## config.mk

```make
export PLATFORM = sky130hd
export DESIGN_NAME = link_setup_handshake_flat
export DESIGN_NICKNAME = d
export VERILOG_FILES = /design/src/hdl/lsh_pkg.sv /design/src/hdl/lsh_in_if.sv /design/src/hdl/lsh_out_if.sv /design/src/hdl/link_setup_handshake.sv /design/src/flat_wrapper.sv
export VERILOG_INCLUDE_DIRS = /design/src /design/src/hdl
export SDC_FILE = /design/constraint.sdc
export NUM_CORES = 1
export LEC_CHECK = 0
export BUFFER_PORTS_ARGS = -buffer_cell sky130_fd_sc_hd__buf_2
export CORE_MARGIN = 2
export CORE_UTILIZATION = 55
export CTS_CLUSTER_DIAMETER = 120
export CTS_CLUSTER_SIZE = 8
export DETAILED_ROUTE_END_ITERATION = 8
export PLACE_DENSITY = 0.87
export SKIP_CTS_REPAIR_TIMING = 1
export SYNTH_ARGS = -nofsm -noshare
export SYNTH_HDL_FRONTEND = slang
export SYNTH_SLANG_ARGS = --single-unit
```

## constraint.sdc

```tcl
create_clock -name clk -period 3.6 [get_ports clk]
set_clock_uncertainty 0.1 [all_clocks]
set_input_delay 0.18 -clock clk [delete_from_list [all_inputs] [get_ports clk]]
set_output_delay 0.18 -clock clk [all_outputs]
set_load 0.02 [all_outputs]
```

## src/hdl/assert_macros.svh

```systemverilog
// ----------------------------------------------------------------------------
// Assertion macros
// Shared concurrent assertion forms, sampled on clk, off during reset.
// ----------------------------------------------------------------------------
`ifndef ASSERT_MACROS_SVH
`define ASSERT_MACROS_SVH

// Same-cycle implication.
`define LSH_ASSERT_NOW(label, ante, cons, msg) \
  label: assert property (@(posedge clk) disable iff (!rst_n) (ante) |-> (cons)) \
    else $error(msg);

// Next-cycle implication.
`define LSH_ASSERT_NEXT(label, ante, cons, msg) \
  label: assert property (@(posedge clk) disable iff (!rst_n) (ante) |=> (cons)) \
    else $error(msg);

`endif

```

## src/hdl/lsh_pkg.sv

```systemverilog
// ----------------------------------------------------------------------------
// lsh_pkg
// Types and constants of the link setup handshake.
// ----------------------------------------------------------------------------
package lsh_pkg;

  typedef enum logic [1:0] {
    PH_IDLE  = 2'd0,
    PH_WAIT  = 2'd1,
    PH_CONN  = 2'd2,
    PH_ABORT = 2'd3
  } phase_t;

  typedef enum logic [1:0] {
    OP_START = 2'd0,
    OP_BYTE  = 2'd1,
    OP_TICK  = 2'd2,
    OP_NONE  = 2'd3
  } op_t;

  typedef enum logic [1:0] {
    REG_ROLE    = 2'd0,
    REG_MAX_ATT = 2'd1,
    REG_TIMEOUT = 2'd2,
    REG_UNUSED  = 2'd3
  } cfg_reg_t;

  localparam logic [7:0] FLAG_BYTE  = 8'h7e;
  localparam logic [7:0] ADDR_BYTE  = 8'h03;
  localparam logic [7:0] CTRL_BYTE  = 8'h03;
  localparam logic [7:0] CHECK_BYTE = ADDR_BYTE ^ CTRL_BYTE;

  localparam int unsigned FRAME_LEN = 5;
  localparam int unsigned IDX_W     = $clog2(FRAME_LEN);
  localparam logic [IDX_W-1:0] IDX_LAST = IDX_W'(FRAME_LEN - 1);

  // Matcher positions
  localparam logic [2:0] MS_HUNT  = 3'd0;
  localparam logic [2:0] MS_ADDR  = 3'd1;
  localparam logic [2:0] MS_CTRL  = 3'd2;
  localparam logic [2:0] MS_CHECK = 3'd3;
  localparam logic [2:0] MS_CLOSE = 3'd4;

  typedef logic [IDX_W-1:0] idx_t;

  function automatic logic [7:0] frame_byte(input idx_t idx);
    logic [7:0] b;
    unique case (idx)
      IDX_W'(0): b = FLAG_BYTE;
      IDX_W'(1): b = ADDR_BYTE;
      IDX_W'(2): b = CTRL_BYTE;
      IDX_W'(3): b = CHECK_BYTE;
      default:   b = FLAG_BYTE;
    endcase
    return b;
  endfunction

endpackage

```

## src/hdl/lsh_in_if.sv

```systemverilog
// ----------------------------------------------------------------------------
// lsh_in_if
// Input item channel: start, received byte or tick.
// ----------------------------------------------------------------------------
interface lsh_in_if;
  logic       valid;
  logic       ready;
  logic [1:0] operation;
  logic [7:0] rx_byte;

  modport source (output valid, operation, rx_byte, input ready);
  modport sink   (input valid, operation, rx_byte, output ready);
endinterface

```

## src/hdl/lsh_out_if.sv

```systemverilog
// ----------------------------------------------------------------------------
// lsh_out_if
// Result item channel: frame byte or status report.
// ----------------------------------------------------------------------------
interface lsh_out_if;
  logic       valid;
  logic       ready;
  logic       tx_valid;
  logic [7:0] tx_byte;
  logic       last;
  logic [1:0] link_status;

  modport source (output valid, tx_valid, tx_byte, last, link_status, input ready);
  modport sink   (input valid, tx_valid, tx_byte, last, link_status, output ready);
endinterface

```

## src/hdl/link_setup_handshake.sv

```systemverilog
// ----------------------------------------------------------------------------
// link_setup_handshake
// SET/reply link establishment: matcher, attempt timer and frame emitter.
// ----------------------------------------------------------------------------
// An item updates the link state at the accepting edge; its first result
//   passes through the descriptor register and then the emitter register.
// The block takes 1 item per cycle while out_chan.ready is high and the item
//   yields a status result; a SET/reply frame holds the emitter for its 5 bytes, one byte per cycle while ready.
// Reset (rst_n low, synchronous): phase idle, counters and matcher cleared,
//   role receiver, 3 attempts, 3 ticks; both result registers empty.
`include "assert_macros.svh"

module link_setup_handshake (
  input  logic     clk,
  input  logic     rst_n,
  lsh_in_if.sink   in_chan,
  lsh_out_if.source out_chan,
  input  logic       cfg_we,
  input  logic [1:0] cfg_index,
  input  logic [7:0] cfg_wdata
);
  import lsh_pkg::*;

  // --------------------------------------------------------------------------
  // Configuration registers
  // --------------------------------------------------------------------------
  logic       role_r;
  logic [7:0] max_att_r;
  logic [7:0] timeout_r;

  always_ff @(posedge clk) begin
    if (!rst_n) begin
      role_r    <= 1'b0;
      max_att_r <= 8'd3;
      timeout_r <= 8'd3;
    end else if (cfg_we) begin
      unique case (cfg_reg_t'(cfg_index))
        REG_ROLE:    role_r    <= cfg_wdata[0];
        REG_MAX_ATT: max_att_r <= cfg_wdata;
        REG_TIMEOUT: timeout_r <= cfg_wdata;
        default: ;
      endcase
    end
  end

  // --------------------------------------------------------------------------
  // Link state
  // --------------------------------------------------------------------------
  phase_t     phase_r,   phase_nxt;
  logic [2:0] match_r,   match_nxt;
  logic [7:0] attempt_r, attempt_nxt;
  logic [7:0] tick_r,    tick_nxt;
  logic       ffp_r,     ffp_nxt;   // first flag of attempt not yet seen
  logic       send_frame;           // item answers with a full frame

  logic in_acc;
  logic start_acc;
  op_t  op;
  logic [7:0] rxb;
  logic [7:0] limit;
  logic [7:0] tick_inc;
  logic [7:0] att_inc;

  assign op  = op_t'(in_chan.operation);
  assign rxb = in_chan.rx_byte;

  // Zero timeout behaves as one tick.
  assign limit    = (timeout_r == 8'd0) ? 8'd1 : timeout_r;
  assign tick_inc = (tick_r == 8'hff) ? tick_r : tick_r + 8'd1;
  assign att_inc  = (attempt_r == 8'hff) ? attempt_r : attempt_r + 8'd1;

  always_comb begin
    phase_nxt   = phase_r;
    match_nxt   = match_r;
    attempt_nxt = attempt_r;
    tick_nxt    = tick_r;
    ffp_nxt     = ffp_r;
    send_frame  = 1'b0;

    if (op == OP_START) begin
      // Start always restarts from scratch.
      match_nxt   = MS_HUNT;
      attempt_nxt = 8'd0;
      tick_nxt    = 8'd0;
      ffp_nxt     = 1'b1;
      if (max_att_r == 8'd0) begin
        phase_nxt = PH_ABORT;
      end else begin
        phase_nxt  = PH_WAIT;
        send_frame = role_r;
      end
    end else if (phase_r == PH_WAIT) begin
      unique case (op)
        OP_BYTE: begin
          unique case (match_r)
            MS_HUNT: begin
              if (rxb == FLAG_BYTE) begin
                // Receiver restarts its timer on the first flag of an attempt.
                if (!role_r && ffp_r) begin
                  tick_nxt = 8'd0;
                  ffp_nxt  = 1'b0;
                end
                match_nxt = MS_ADDR;
              end
            end
            MS_ADDR: begin
              if (rxb == ADDR_BYTE)      match_nxt = MS_CTRL;
              else if (rxb != FLAG_BYTE) match_nxt = MS_HUNT;
            end
            MS_CTRL: begin
              if (rxb == CTRL_BYTE)      match_nxt = MS_CHECK;
              else if (rxb == FLAG_BYTE) match_nxt = MS_ADDR;
              else                       match_nxt = MS_HUNT;
            end
            MS_CHECK: begin
              if (rxb == CHECK_BYTE)     match_nxt = MS_CLOSE;
              else if (rxb == FLAG_BYTE) match_nxt = MS_ADDR;
              else                       match_nxt = MS_HUNT;
            end
            MS_CLOSE: begin
              match_nxt = MS_HUNT;
              // Closing flag completes the frame.
              if (rxb == FLAG_BYTE) begin
                phase_nxt  = PH_CONN;
                send_frame = !role_r;
              end
            end
            default: match_nxt = MS_HUNT;
          endcase
        end
        OP_TICK: begin
          tick_nxt = tick_inc;
          if (tick_inc >= limit) begin
            attempt_nxt = att_inc;
            if (att_inc >= max_att_r) begin
              phase_nxt = PH_ABORT;
            end else begin
              // Next attempt: timer restarts, transmitter resends SET.
              tick_nxt   = 8'd0;
              ffp_nxt    = 1'b1;
              send_frame = role_r;
            end
          end
        end
        default: ;
      endcase
    end
  end

  always_ff @(posedge clk) begin
    if (!rst_n) begin
      phase_r   <= PH_IDLE;
      match_r   <= MS_HUNT;
      attempt_r <= 8'd0;
      tick_r    <= 8'd0;
      ffp_r     <= 1'b1;
    end else if (in_acc) begin
      phase_r   <= phase_nxt;
      match_r   <= match_nxt;
      attempt_r <= attempt_nxt;
      tick_r    <= tick_nxt;
      ffp_r     <= ffp_nxt;
    end
  end

  // --------------------------------------------------------------------------
  // Result descriptor register: frame or status, plus status after the item
  // --------------------------------------------------------------------------
  logic   desc_valid_r;
  logic   desc_frame_r;
  phase_t desc_status_r;
  logic   load;

  assign in_chan.ready = !desc_valid_r || load;
  assign in_acc        = in_chan.valid && in_chan.ready;
  assign start_acc     = in_acc && (op == OP_START);

  always_ff @(posedge clk) begin
    if (!rst_n) begin
      desc_valid_r <= 1'b0;
    end else if (in_acc) begin
      desc_valid_r <= 1'b1;
    end else if (load) begin
      desc_valid_r <= 1'b0;
    end
  end

  always_ff @(posedge clk) begin
    if (in_acc) begin
      desc_frame_r  <= send_frame;
      desc_status_r <= phase_nxt;
    end
  end

  // --------------------------------------------------------------------------
  // Emitter: walks the 5 frame bytes, or shows one status result
  // --------------------------------------------------------------------------
  logic   out_valid_r;
  logic   out_frame_r;
  phase_t out_status_r;
  idx_t   idx_r;
  logic   out_acc;
  logic   out_last;

  assign out_last = !out_frame_r || (idx_r == IDX_LAST);
  assign out_acc  = out_valid_r && out_chan.ready;
  assign load     = desc_valid_r && (!out_valid_r || (out_acc && out_last));

  always_ff @(posedge clk) begin
    if (!rst_n) begin
      out_valid_r <= 1'b0;
      idx_r       <= '0;
    end else if (load) begin
      out_valid_r <= 1'b1;
      idx_r       <= '0;
    end else if (out_acc) begin
      if (out_last) begin
        out_valid_r <= 1'b0;
      end else begin
        idx_r <= idx_r + idx_t'(1);
      end
    end
  end

  always_ff @(posedge clk) begin
    if (load) begin
      out_frame_r  <= desc_frame_r;
      out_status_r <= desc_status_r;
    end
  end

  assign out_chan.valid       = out_valid_r;
  assign out_chan.tx_valid    = out_frame_r;
  assign out_chan.tx_byte     = out_frame_r ? frame_byte(idx_r) : 8'd0;
  assign out_chan.last        = out_last;
  assign out_chan.link_status = out_status_r;

  // --------------------------------------------------------------------------
  // Assertions
  // --------------------------------------------------------------------------
  `LSH_ASSERT_NOW(a_idx_range, out_valid_r, idx_r <= IDX_LAST, "frame index out of range")
  `LSH_ASSERT_NOW(a_idx_frame, out_valid_r && (idx_r != '0), out_frame_r, "index moved")
  `LSH_ASSERT_NEXT(a_desc_hold, desc_valid_r && !load && !in_acc, desc_valid_r, "desc lost")
  `LSH_ASSERT_NEXT(a_start_wait, start_acc && (max_att_r != '0), phase_r == PH_WAIT, "no wait")
  `LSH_ASSERT_NEXT(a_conn_hold, (phase_r == PH_CONN) && !start_acc, phase_r == PH_CONN, "left")

endmodule
```

## src/flat_wrapper.sv

```systemverilog
// flat-port wrapper written by rule: the top's interface ports become plain ports
module link_setup_handshake_flat import lsh_pkg::*;
  (clk, rst_n, cfg_we, cfg_index, cfg_wdata, in_chan_valid, in_chan_operation, in_chan_rx_byte, in_chan_ready, out_chan_valid, out_chan_tx_valid, out_chan_tx_byte, out_chan_last, out_chan_link_status, out_chan_ready);
  lsh_in_if in_chan_i ();
  lsh_out_if out_chan_i ();
  input  logic clk;
  input  logic rst_n;
  input  logic cfg_we;
  input  logic [1:0] cfg_index;
  input  logic [7:0] cfg_wdata;
  input wire logic [$bits(in_chan_i.valid)-1:0] in_chan_valid;
  input wire logic [$bits(in_chan_i.operation)-1:0] in_chan_operation;
  input wire logic [$bits(in_chan_i.rx_byte)-1:0] in_chan_rx_byte;
  output wire logic [$bits(in_chan_i.ready)-1:0] in_chan_ready;
  output wire logic [$bits(out_chan_i.valid)-1:0] out_chan_valid;
  output wire logic [$bits(out_chan_i.tx_valid)-1:0] out_chan_tx_valid;
  output wire logic [$bits(out_chan_i.tx_byte)-1:0] out_chan_tx_byte;
  output wire logic [$bits(out_chan_i.last)-1:0] out_chan_last;
  output wire logic [$bits(out_chan_i.link_status)-1:0] out_chan_link_status;
  input wire logic [$bits(out_chan_i.ready)-1:0] out_chan_ready;
  assign in_chan_i.valid = in_chan_valid;
  assign in_chan_i.operation = in_chan_operation;
  assign in_chan_i.rx_byte = in_chan_rx_byte;
  assign in_chan_ready = in_chan_i.ready;
  assign out_chan_valid = out_chan_i.valid;
  assign out_chan_tx_valid = out_chan_i.tx_valid;
  assign out_chan_tx_byte = out_chan_i.tx_byte;
  assign out_chan_last = out_chan_i.last;
  assign out_chan_link_status = out_chan_i.link_status;
  assign out_chan_i.ready = out_chan_ready;
  link_setup_handshake u_core (.clk(clk), .rst_n(rst_n), .in_chan(in_chan_i), .out_chan(out_chan_i), .cfg_we(cfg_we), .cfg_index(cfg_index), .cfg_wdata(cfg_wdata));
endmodule
```

==> flow_summary_export.csv <==
group,metric,value,unit
setup_path,r2r_start,"u_core.attempt_r[0]",
timing,setup_violations,0,
setup_path,cpMostUsedCell,"ha_1",
global_route,grt_pass1_wl,11800,um
timing,post-route-period-util,95.4,%
timing,rsz0062_at_grt,"no",
synthesis,synth-seq-area-share,32.4,%
setup_path,r2r_cells,11,
layout,final_cells,476,
setup_path,path_cells,"ha_1, and3_1, nand3_1, xnor2_1, ha_1, nand2b_1, a2111o_1, a21oi_2, o21ai_2, and4_4, mux2_2",
synthesis,synth_edf_count,6,
global_route,grt_overflow,0,
routing,dr.pass1.iters,4,
clock_tree,h-tree-depth,2,
setup_path,crit_buf_inv,0,
floorplanning,ios,39,
routing,drt_iter0_markers,145,
timing,clock.fmax,291,MHz
layout,drive_above_1_share,17.2,%
setup_path,crit_slowest_cell,"dfxtp_1",
timing,hold_viol,0,
clock_tree,clock_sinks,50,
floorplanning,fp.dieH,81.1,um
clock_tree,cts_root_buf,"clkbuf_8",
routing,via_count,2816,
synthesis,syn_nets,421,
setup_path,crit_family,"simple AND/OR/NAND/NOR gates",
power,pwr_density_cell,340,nW/um2
global_route,grt_start_max_net_pins,35,
timing,tightestPinTransition,0.515,ns
synthesis,synthXorXnorAreaFrac,1.07,%
min_path,hold_start,"cfg_wdata[0]",
synthesis,synth_seq_cells,50,
floorplanning,fp.dieArea,6580,um2
synthesis,synthFlopType,"dfxtp_1",
synthesis,yosysWarnings,0,
layout,final_common_cell,"dfxtp_1",
synthesis,syn_area,3270,um2
min_path,holdPathStages,3,
setup_path,r2r_slack,0.16,ns
synthesis,synth_top_family_by_area,"simple AND/OR/NAND/NOR gates",
setup_path,cp-end-kind,"register",
synthesis,syn_inst,369,
floorplanning,die_w,81.1,um
routing,antenna_left,0,
placement,io_buffers,37,
synthesis,synthMuxAreaShare,6.24,%
routing,avgViaCountPerCell,5.92,
setup_path,worstPathArrival,3.54,ns
clock_tree,clkTransAtPathRegs,0.09,ns
power,cellLeakagePower,1.56,nW
setup_path,critPathLaunchType,"register",
placement,gp_congestion,0.833,
global_route,grt_util_all_layers,23.1,%
routing,wl_per_cell,14.8,um
synthesis,synth-adder-area-share,10.3,%
global_route,antenna_found_initial,0,
outcome,status,"complete, no violations",
power,peakVddDrop,0.000210,V
synthesis,avgSynthCellArea,8.86,um2
synthesis,synth_compound_area_share,19.8,%
setup_path,rr_endpoint,"u_core.tick_r[0]",
routing,post-route-drc-count,0,
synthesis,synthSimpleGateAreaFrac,24.6,%
setup_path,max_stage_delay,0.43,ns
placement,dpl.cell_count,468,
min_path,hp-class,"in -> reg",
synthesis,yosysUniqueCellTypes,70,
global_route,grt_pass1_vias,2647,
synthesis,synthArstFlopShare,0,%
job,cap_violations,0,
setup_path,worstPathRequired,3.71,ns
floorplanning,rows,28,
layout,finalNetCount,452,
timing,slew_headroom,65.7,%
floorplanning,core,5820,um2
timing,fin_tns_setup,0,ns
clock_tree,cts_tree,"yes",
clock_tree,cts_buffers,5,
floorplanning,start_util,56.2,%
layout,layout_common_cells,"44 x dfxtp_1, 37 x buf_2, 32 x nand2_1",
clock_tree,clkLatencyLatePin,0.31,ns
placement,dp.final_hpwl,5360,um
timing,min_period,3.44,ns
setup_path,crit_type,"reg -> reg",
clock_tree,cts_buffer_depth,2,
min_path,hold_end,"u_core.max_att_r[0]",
setup_path,cp_max_fo,7,
layout,syn2layout_area_growth,10.3,%
routing,wl,7050,um
layout,num_antenna_cells,0,
timing,slew_viol_final,0,
registers in the layout, summed over array words and instances, names as in the netlist:
signal / cells
u_core.max_att_r: 8
u_core.out_chan.link_status: 2
u_core.phase_r: 2
u_core.idx_r: 3
u_core.attempt_r: 8
u_core.role_r: 1
u_core.desc_status_r: 2
u_core.timeout_r: 8
u_core.tick_r: 8
u_core.out_chan.valid: 1
u_core.match_r: 3
u_core.desc_frame_r: 1
u_core.ffp_r: 1
u_core.desc_valid_r: 1
u_core.out_chan.tx_valid: 1
routing by layer:
layer	vias up	part of all wire (%)	track usage, %
li1	1391	-	-
met1	1309	44	29.1
met2	102	47	38.8
met3	14	6.6	5.22
met4	0	2.0	8.14
met5	-	0	0
cells by family after synthesis:
group / count (synthesis)
AO/OA/AOI/OAI: 88
XOR/XNOR: 4
adder cells (fa/ha/maj): 27
buffers and inverters: 38
flip-flops: 50
multiplexers: 20
other: 1
AND/OR/NAND/NOR: 141
where the power goes:
part / leakage (nW) / total (mW) / internal (mW) / switching, mW
combinational: 1.08 / 0.162 / 0.0649 / 0.0970
sequential: 0.416 / 0.594 / 0.582 / 0.0119
clock: 0.0658 / 0.469 / 0.275 / 0.194
total: 1.56 / 1.22 / 0.922 / 0.303
tightest hold or removal path: cells and delay by family:
family	cells	cell delay, ns
and+or+nand+nor	1	0.06
buffers and inverters	1	0.11
muxes	1	0.07
synth_stat cells (all sizes together), types with 8 or more instances:
cell	number	area share, %
dfxtp	44	27
nand2	32	3.7
a21oi	27	4.4
ha	27	10
inv	24	2.8
nor2	19	2.4
nor2b	19	3.6
mux2i	17	5.2
nand3	16	2.4
o21a	15	3.4
o21ai	14	2.4
and3	10	1.9
buf	8	2.0
how the worst max path moves through the flow:
stage / from / endpoint / slack, ns / cells after the start
floorplan: u_core.attempt_r[0] / u_core.tick_r[0] / 0.52 / 12
global placement: u_core.attempt_r[0] / u_core.tick_r[0] / 0.45 / 11
detailed placement: u_core.attempt_r[0] / u_core.tick_r[0] / 0.28 / 11
CTS: u_core.attempt_r[0] / u_core.tick_r[0] / 0.23 / 11
global route: u_core.attempt_r[0] / u_core.tick_r[0] / 0.007 / 11
finish: u_core.attempt_r[0] / u_core.tick_r[0] / 0.16 / 11
metrics by stage:
step | area (um2) | setup WS (ns) | utilization [%] | power (mW) | hold WS [ns]
detailed placement | 3470 | 0.276 | 59.6 | 0.766 | 0.307
global route | 3610 | 0.00689 | 62.0 | 1.27 | 0.0275
floorplan | 3270 | 0.524 | - | 0.720 | 0.205
finish | 3610 | 0.165 | 62.0 | 1.22 | 0.0300
global placement | 3470 | 0.447 | 59.6 | 0.759 | 0.302
CTS | 3600 | 0.229 | 61.9 | 1.23 | 0.0242
cell type report:
class                           instances  area [um2]
Multi-Input combinational cell        281        2040
Sequential cell                        50        1060
Tap cell                               75        93.8
Clock inverter                          3        63.8
Inverter                               24        90.1
Timing Repair Buffer                   38         193
Clock buffer                            5        68.8
Fill cell                             491        2210
Note: power is estimated with default switching activity, not from simulation.
